`src/rtl/core/sm4_pkg.sv`:
```
// Shared constants, types and the round functions of the SM4 cipher core.
package sm4_pkg;

   localparam int ROUND_COUNT_DEF = 32;

   localparam logic OP_ENCRYPT = 1'b0;
   localparam logic OP_DECRYPT = 1'b1;

   localparam logic CSR_KEY_HIGH = 1'b0;
   localparam logic CSR_KEY_LOW  = 1'b1;

   localparam logic [127:0] FK_WORDS = 128'hA3B1BAC6_56AA3350_677D9197_B27022DC;

   // Request into the round unit
   typedef struct packed {
      logic         key_mode;   // 1: key schedule round, 0: data round
      logic [31:0]  w0;
      logic [31:0]  w1;
      logic [31:0]  w2;
      logic [31:0]  w3;
      logic [31:0]  rk;         // round key or CK constant
   } round_req_type;

   localparam logic [7:0] SBOX [256] = '{
    8'hd6,8'h90,8'he9,8'hfe,8'hcc,8'he1,8'h3d,8'hb7,8'h16,8'hb6,8'h14,8'hc2,8'h28,8'hfb,8'h2c,8'h05,
    8'h2b,8'h67,8'h9a,8'h76,8'h2a,8'hbe,8'h04,8'hc3,8'haa,8'h44,8'h13,8'h26,8'h49,8'h86,8'h06,8'h99,
    8'h9c,8'h42,8'h50,8'hf4,8'h91,8'hef,8'h98,8'h7a,8'h33,8'h54,8'h0b,8'h43,8'hed,8'hcf,8'hac,8'h62,
    8'he4,8'hb3,8'h1c,8'ha9,8'hc9,8'h08,8'he8,8'h95,8'h80,8'hdf,8'h94,8'hfa,8'h75,8'h8f,8'h3f,8'ha6,
    8'h47,8'h07,8'ha7,8'hfc,8'hf3,8'h73,8'h17,8'hba,8'h83,8'h59,8'h3c,8'h19,8'he6,8'h85,8'h4f,8'ha8,
    8'h68,8'h6b,8'h81,8'hb2,8'h71,8'h64,8'hda,8'h8b,8'hf8,8'heb,8'h0f,8'h4b,8'h70,8'h56,8'h9d,8'h35,
    8'h1e,8'h24,8'h0e,8'h5e,8'h63,8'h58,8'hd1,8'ha2,8'h25,8'h22,8'h7c,8'h3b,8'h01,8'h21,8'h78,8'h87,
    8'hd4,8'h00,8'h46,8'h57,8'h9f,8'hd3,8'h27,8'h52,8'h4c,8'h36,8'h02,8'he7,8'ha0,8'hc4,8'hc8,8'h9e,
    8'hea,8'hbf,8'h8a,8'hd2,8'h40,8'hc7,8'h38,8'hb5,8'ha3,8'hf7,8'hf2,8'hce,8'hf9,8'h61,8'h15,8'ha1,
    8'he0,8'hae,8'h5d,8'ha4,8'h9b,8'h34,8'h1a,8'h55,8'had,8'h93,8'h32,8'h30,8'hf5,8'h8c,8'hb1,8'he3,
    8'h1d,8'hf6,8'he2,8'h2e,8'h82,8'h66,8'hca,8'h60,8'hc0,8'h29,8'h23,8'hab,8'h0d,8'h53,8'h4e,8'h6f,
    8'hd5,8'hdb,8'h37,8'h45,8'hde,8'hfd,8'h8e,8'h2f,8'h03,8'hff,8'h6a,8'h72,8'h6d,8'h6c,8'h5b,8'h51,
    8'h8d,8'h1b,8'haf,8'h92,8'hbb,8'hdd,8'hbc,8'h7f,8'h11,8'hd9,8'h5c,8'h41,8'h1f,8'h10,8'h5a,8'hd8,
    8'h0a,8'hc1,8'h31,8'h88,8'ha5,8'hcd,8'h7b,8'hbd,8'h2d,8'h74,8'hd0,8'h12,8'hb8,8'he5,8'hb4,8'hb0,
    8'h89,8'h69,8'h97,8'h4a,8'h0c,8'h96,8'h77,8'h7e,8'h65,8'hb9,8'hf1,8'h09,8'hc5,8'h6e,8'hc6,8'h84,
    8'h18,8'hf0,8'h7d,8'hec,8'h3a,8'hdc,8'h4d,8'h20,8'h79,8'hee,8'h5f,8'h3e,8'hd7,8'hcb,8'h39,8'h48
   };

   function automatic logic [31:0] tau(input logic [31:0] x);
      return {SBOX[x[31:24]], SBOX[x[23:16]], SBOX[x[15:8]], SBOX[x[7:0]]};
   endfunction

   // CK byte j of step i = (4i + j) * 7 mod 256
   function automatic logic [31:0] ck_word(input logic [4:0] idx);
      logic [31:0] w;
      logic [7:0]  base;
      w = '0;
      base = {1'b0, idx, 2'b00};
      for (int j = 0; j < 4; j++) begin
         w = {w[23:0], 8'((base + 8'(j)) * 8'd7)};
      end
      return w;
   endfunction

endpackage

```
`src/rtl/core/sm4_round.sv`:
```
// Shared SM4 round unit: one data round or one key schedule step.
module sm4_round
   import sm4_pkg::*;
(
   input  round_req_type req,
   output logic [31:0]   word_out
);

   logic [31:0] t;
   logic [31:0] lin;

   // substitution then the linear mix picked by mode
   always_comb begin
      t = tau(req.w1 ^ req.w2 ^ req.w3 ^ req.rk);
      if (req.key_mode) begin
         lin = t ^ {t[18:0], t[31:19]} ^ {t[8:0], t[31:9]};
      end else begin
         lin = t ^ {t[29:0], t[31:30]} ^ {t[21:0], t[31:22]}
                 ^ {t[13:0], t[31:14]} ^ {t[7:0], t[31:8]};
      end
      word_out = req.w0 ^ lin;
   end

endmodule

```
`src/rtl/core/sm4_block_cipher.sv`:
```
// SM4 block cipher core: key registers, round key store and round sequencer.
// Blocks run their data rounds directly when round keys are present; after a
// key write the first block first runs the key expansion. A new block is only
// accepted once the last result is taken; the single shared round unit
// runs one round per cycle. Reset clears the key registers and the key flag.
module sm4_block_cipher
   import sm4_pkg::*;
#(
   parameter int ROUND_COUNT = ROUND_COUNT_DEF
)(
   input  logic         clock,
   input  logic         reset,
   input  logic         req_tvalid,
   output logic         req_tready,
   input  logic [127:0] req_tdata,   // data_high[63:0], data_low[127:64]
   input  logic         req_tuser,   // opcode
   output logic         rsp_tvalid,
   input  logic         rsp_tready,
   output logic [127:0] rsp_tdata,   // result_high[63:0], result_low[127:64]
   input  logic         csr_valid,
   output logic         csr_ready,
   input  logic         csr_index,
   input  logic [63:0]  csr_data
);

   localparam int CW = $clog2(ROUND_COUNT);

   typedef enum logic [1:0] {ST_IDLE, ST_EXPAND, ST_ROUND, ST_OUT} state_type;

   state_type         state_ff;
   logic [CW-1:0]     cnt_ff;
   logic              dec_ff;
   logic              keys_ready_ff;
   logic [63:0]       key_high_ff, key_low_ff;
   logic [31:0]       x0_ff, x1_ff, x2_ff, x3_ff;
   logic [31:0]       k0_ff, k1_ff, k2_ff, k3_ff;
   logic [31:0]       rk_mem [ROUND_COUNT];
   logic [31:0]       rk_rd;
   logic [CW-1:0]     rk_addr;
   logic [CW-1:0]     last_cnt;
   round_req_type     rreq;
   logic [31:0]       rword;
   logic              req_fire;

   assign last_cnt   = CW'(ROUND_COUNT - 1);
   assign req_tready = (state_ff == ST_IDLE) && !csr_valid;
   assign csr_ready  = (state_ff == ST_IDLE);
   assign req_fire   = req_tvalid && req_tready;
   assign rsp_tvalid = (state_ff == ST_OUT);
   assign rsp_tdata  = {x1_ff, x0_ff, x3_ff, x2_ff};

   // key store read address, registered read for the next round
   always_comb begin
      if (state_ff == ST_IDLE) begin
         rk_addr = req_tuser ? last_cnt : '0;
      end else if (dec_ff) begin
         rk_addr = last_cnt - cnt_ff - CW'(1);
      end else begin
         rk_addr = cnt_ff + CW'(1);
      end
   end

   // the last expansion step writes the key that the first decrypt round needs
   always_ff @(posedge clock) begin
      if (state_ff == ST_EXPAND) begin
         rk_mem[cnt_ff] <= rword;
      end
      if (state_ff == ST_EXPAND && rk_addr == cnt_ff) begin
         rk_rd <= rword;
      end else begin
         rk_rd <= rk_mem[rk_addr];
      end
   end

   // round unit operands
   always_comb begin
      rreq.key_mode = (state_ff == ST_EXPAND);
      if (state_ff == ST_EXPAND) begin
         rreq.w0 = k0_ff; rreq.w1 = k1_ff; rreq.w2 = k2_ff; rreq.w3 = k3_ff;
         rreq.rk = ck_word(5'(cnt_ff));
      end else begin
         rreq.w0 = x0_ff; rreq.w1 = x1_ff; rreq.w2 = x2_ff; rreq.w3 = x3_ff;
         rreq.rk = rk_rd;
      end
   end

   sm4_round u_round (.req(rreq), .word_out(rword));

   // sequencer
   always_ff @(posedge clock) begin
      if (reset) begin
         state_ff      <= ST_IDLE;
         keys_ready_ff <= 1'b0;
         key_high_ff   <= '0;
         key_low_ff    <= '0;
         cnt_ff        <= '0;
      end else begin
         unique case (state_ff)
            ST_IDLE: begin
               if (csr_valid) begin
                  unique case (csr_index)
                     CSR_KEY_HIGH: key_high_ff <= csr_data;
                     CSR_KEY_LOW:  key_low_ff  <= csr_data;
                     default: ;
                  endcase
                  keys_ready_ff <= 1'b0;
               end else if (req_fire) begin
                  dec_ff <= (req_tuser == OP_DECRYPT);
                  x0_ff  <= req_tdata[63:32];
                  x1_ff  <= req_tdata[31:0];
                  x2_ff  <= req_tdata[127:96];
                  x3_ff  <= req_tdata[95:64];
                  cnt_ff <= '0;
                  if (keys_ready_ff) begin
                     state_ff <= ST_ROUND;
                  end else begin
                     {k0_ff, k1_ff, k2_ff, k3_ff} <= {key_high_ff, key_low_ff} ^ FK_WORDS;
                     state_ff <= ST_EXPAND;
                  end
               end
            end
            ST_EXPAND: begin
               {k0_ff, k1_ff, k2_ff, k3_ff} <= {k1_ff, k2_ff, k3_ff, rword};
               cnt_ff <= cnt_ff + CW'(1);
               if (cnt_ff == last_cnt) begin
                  keys_ready_ff <= 1'b1;
                  // go straight on with the waiting block
                  state_ff      <= ST_ROUND;
               end
            end
            ST_ROUND: begin
               {x0_ff, x1_ff, x2_ff, x3_ff} <= {x1_ff, x2_ff, x3_ff, rword};
               cnt_ff <= cnt_ff + CW'(1);
               if (cnt_ff == last_cnt) begin
                  state_ff <= ST_OUT;
               end
            end
            ST_OUT: begin
               if (rsp_tready) begin
                  state_ff <= ST_IDLE;
               end
            end
            default: state_ff <= ST_IDLE;
         endcase
      end
   end

   // expansion ends with cnt wrapped to 0; during the last step the read
   // address is already the first round's key (0 to encrypt, last to decrypt)

   assert property (@(posedge clock) disable iff (reset)
      rsp_tvalid |-> !req_tready)
      else $error("accept while result pending");
   assert property (@(posedge clock) disable iff (reset)
      (state_ff == ST_ROUND) |-> keys_ready_ff)
      else $error("rounds without round keys");
   assert property (@(posedge clock) disable iff (reset)
      (state_ff == ST_EXPAND && cnt_ff == last_cnt) |=> (state_ff == ST_ROUND))
      else $error("expansion did not hand over to rounds");

endmodule

```
`config.mk`:
```
export PLATFORM = sky130hd
export DESIGN_NAME = sm4_block_cipher
export DESIGN_NICKNAME = d
export VERILOG_FILES = /design/src/rtl/core/sm4_pkg.sv /design/src/rtl/core/sm4_round.sv /design/src/rtl/core/sm4_block_cipher.sv
export SDC_FILE = /design/constraint.sdc
export NUM_CORES = 2
export LEC_CHECK = 0
export BUFFER_PORTS_ARGS = -buffer_cell sky130_fd_sc_hd__clkbuf_2
export CAP_MARGIN = 20
export CORE_MARGIN = 8
export CORE_UTILIZATION = 30
export DETAILED_ROUTE_END_ITERATION = 10
export PLACE_DENSITY = 0.48
export SLEW_MARGIN = 20
export SYNTH_ARGS = -nofsm -noshare
export SYNTH_HDL_FRONTEND = slang
export SYNTH_SLANG_ARGS = --single-unit
```
`constraint.sdc`:
```
create_clock -name clock -period 31.5 [get_ports clock]
set_input_delay 1.575 -clock clock [delete_from_list [all_inputs] [get_ports clock]]
set_output_delay 1.575 -clock clock [all_outputs]
set_load 0.01 [all_outputs]
```
==> reports/metrics.cfg <==
[run_status]
status = completed

[route]
firstDrtPassIters = 7
ant_nets = 0
drt-total-wl_um = 340000
wl_per_cell_um = 34.1
drt_iter0_markers = 8655
vias = 58900
drc = 0
vias_per_cell = 5.91

[final_layout]
area_delta_synth_final_pct = 13.7
nets = 6769
fin_cells = 9979
drive_gt1_frac = 0.198
n_fill_cell = 24800

[worst_setup_path]
cp-end-kind = flop
cp_cell_sequence = buf_4 -> buf_4 -> buf_4 -> mux4_2 -> o22a_1 -> o221ai_1 -> o41ai_2 -> buf_4 -> xor2_4 -> buf_4 -> inv_2 -> buf_4 -> nand3_1 -> o311ai_0 -> nor2_1 -> o211ai_1 -> a32oi_1 -> a211oi_4 -> xnor2_1 -> xnor2_1 -> xnor2_1 -> o21a_2
startpoint_type = flop
crit_family = buffers and inverters
cp_data_arrival_time_ns = 10.41
crit_fanout = 69
crit_top_cell = buf_4
cp.required_ns = 32.02
critPathMaxStageDelay_ns = 0.78
slowest_stage = buf_4
path_class = reg -> reg
path_buf_inv = 7

[global_route]
grt_pass1_wl_um = 467000
grt_max_degree = 130
track_usage = 0.241
grt_pass1_vias = 56200
antenna_found_initial = 20
grt.overflow.total = 0

[timing]
relSlewSlack = 0.172
fin_crit_sh = 0.314
grt_setup_unrepaired = false
skew_ns = 0.0519
setup_viol_count_final = 0
tightest_slew_ns = 1.24
hold_viol = 0
timing.fmax_ghz = 0.101
slew_viol_final = 0
fin_tns_setup_ns = 0
layout_min_cycle_time_ns = 9.88

[clocking]
root_buffer = clkbuf_16
clk_pin_slew_ns = 0.06
clockBufferDepth = 3
cts_buffers = 154
cts_resized = 0
cts-hold-fix-buffers = 0
post-cts-setup-buffers = 0
clkLatencyLatePin_ns = 0.83
cts_tree = built
cts_num_sinks = 1422
h-tree-depth = 4

[job]
maxCapViolations = 0

[yosys]
synth.net_count = 6563
syn_area_um2 = 75700
synthTopCellsByArea = edfxtp_1 (51%), mux2i_1 (4.5%), dfxtp_1 (3.7%), mux4_2 (3.5%), nand2_1 (3.4%)
postSynth.asyncResetShare = 0
yosysTopAreaCellShare = 0.508
seq_area_frac_synth = 0.545
yosys_register_bits = 1422
ys.flop_type = edfxtp_1
syn_area_per_cell_um2 = 12.0
yosysUniqueCellTypes = 126
synthCells = 6294
synth_top_area_cell = edfxtp_1
synth_warnings = 0
synth-edff-count = 1281

[floorplanning]
die_h_um = 518
core.rowCount = 184
core_um2 = 251000
fp.dieArea_um2 = 269000
initial_core_util = 0.302
pin_count = 330
die_w_um = 518

[placed_design]
portBuffers = 329
gp_congestion = 0.951
placed_cells = 9691
dp_hpwl_um = 226000

[worst_hold_path]
hold_class = reg -> reg

==> metal layers <==
layer,global-route usage,part of all wire,vias up
met5,0,0.00016,-
met4,0.0954,0.048,8
met3,0.0441,0.085,618
met2,0.376,0.45,3323
met1,0.330,0.42,30300
li1,-,-,24700
==> state kept, by name, indices dropped and copies added, names as in the netlist, named ones only <==
name           cells
keys_ready_ff      1
dec_ff             1
key_low_ff        64
k3_ff             32
cnt_ff             5
rk_mem          1024
key_high_ff       64
k2_ff             32
x2_ff             32
x3_ff             32
k1_ff             32
x0_ff             32
x1_ff             32
state_ff           2
k0_ff             32
==> path summary, 6_finish.rpt <==
check / slack (ns) / to / start / depth (start not counted)
min: 0.45 / key_high_ff[49]$_SDFFE_PP0P_ / key_high_ff[49]$_SDFFE_PP0P_ / 2
max reg2reg: 21.62 / rk_mem[25][6]$_DFFE_PP_ / flop / 22
max: 21.62 / rk_mem[25][6]$_DFFE_PP_ / flop / 22
min reg2reg: 0.45 / key_high_ff[49]$_SDFFE_PP0P_ / key_high_ff[49]$_SDFFE_PP0P_ / 2
==> cell usage in the layout, fill, tap and decap left out, types with 176 or more instances in the layout <==
| master | count |
|---|---|
| a21oi_1 | 454 |
| buf_4 | 229 |
| clkbuf_2 | 328 |
| edfxtp_1 | 1281 |
| mux2_2 | 176 |
| mux2i_1 | 332 |
| nand2_1 | 688 |
| nor2_1 | 253 |
| o21ai_0 | 299 |
| xnor2_1 | 226 |
==> worst register-to-register path: stages, from the launching register on <==
cell,delay (ns)
dfxtp_4,0.69
buf_4,0.66
buf_4,0.78
buf_4,0.81
mux4_2,0.38
o22a_1,0.14
o221ai_1,0.22
o41ai_2,0.36
buf_4,0.28
xor2_4,0.09
buf_4,0.28
inv_2,0.14
buf_4,0.61
nand3_1,0.62
o311ai_0,0.51
nor2_1,0.09
o211ai_1,0.17
a32oi_1,0.23
a211oi_4,0.75
xnor2_1,0.28
xnor2_1,0.20
xnor2_1,0.63
o21a_2,0.64
==> synthesized netlist by cell type (43+ instances only) <==
cell type  number
edfxtp_1     1281
nand2_1       691
a21oi_1       458
mux2i_1       341
o21ai_0       307
nor2_1        294
xnor2_1       229
clkbuf_1      209
mux2_2        176
buf_2         149
dfxtp_1       141
a22oi_1       138
nand3_1       126
mux4_2        118
nor3_1        111
a211oi_1       92
xor2_1         87
a31oi_1        73
buf_4          63
o211ai_1       63
ha_1           62
buf_6          53
o22ai_1        51
inv_1          48
a221oi_1       43
==> layout make-up <==
class / count / area, µm² / share of cell area
sequential: 1422 / 41300 / 0.480
clock buffer: 198 / 4090 / 0.0475
tap: 3348 / 4190 / 0.0487
inverter: 63 / 239 / 0.00278
timing repair buffer: 563 / 3480 / 0.0404
multi-input combinational: 4296 / 31900 / 0.371
antenna: 5 / 12.5 / 0.000145
clock inverter: 84 / 832 / 0.00966
==> per-stage QoR <==
stage	utilization	hold WS (ns)	area (µm²)	setup WS (ns)
5_1_grt	0.343	0.469	86100	21.43
3_5_place_dp	0.323	0.443	81100	21.78
6_report	0.343	0.451	86100	21.62
2_1_floorplan	-	0.433	75700	19.33
4_1_cts	0.343	0.451	86000	21.74
3_3_place_gp	0.323	0.439	81000	21.40
==> cells by family after synthesis <==
| logic type | share of synthesized area |
|---|---|
| simple gates | 0.0910 |
| compound gates | 0.155 |
| flops | 0.545 |
| buf+inv | 0.0422 |
| mux | 0.107 |
| xor+xnor | 0.0471 |
| fa+ha+maj | 0.0124 |
Power is not shown: default switching activity piles up to over one toggle a cycle in this logic, so the estimate is an artifact.
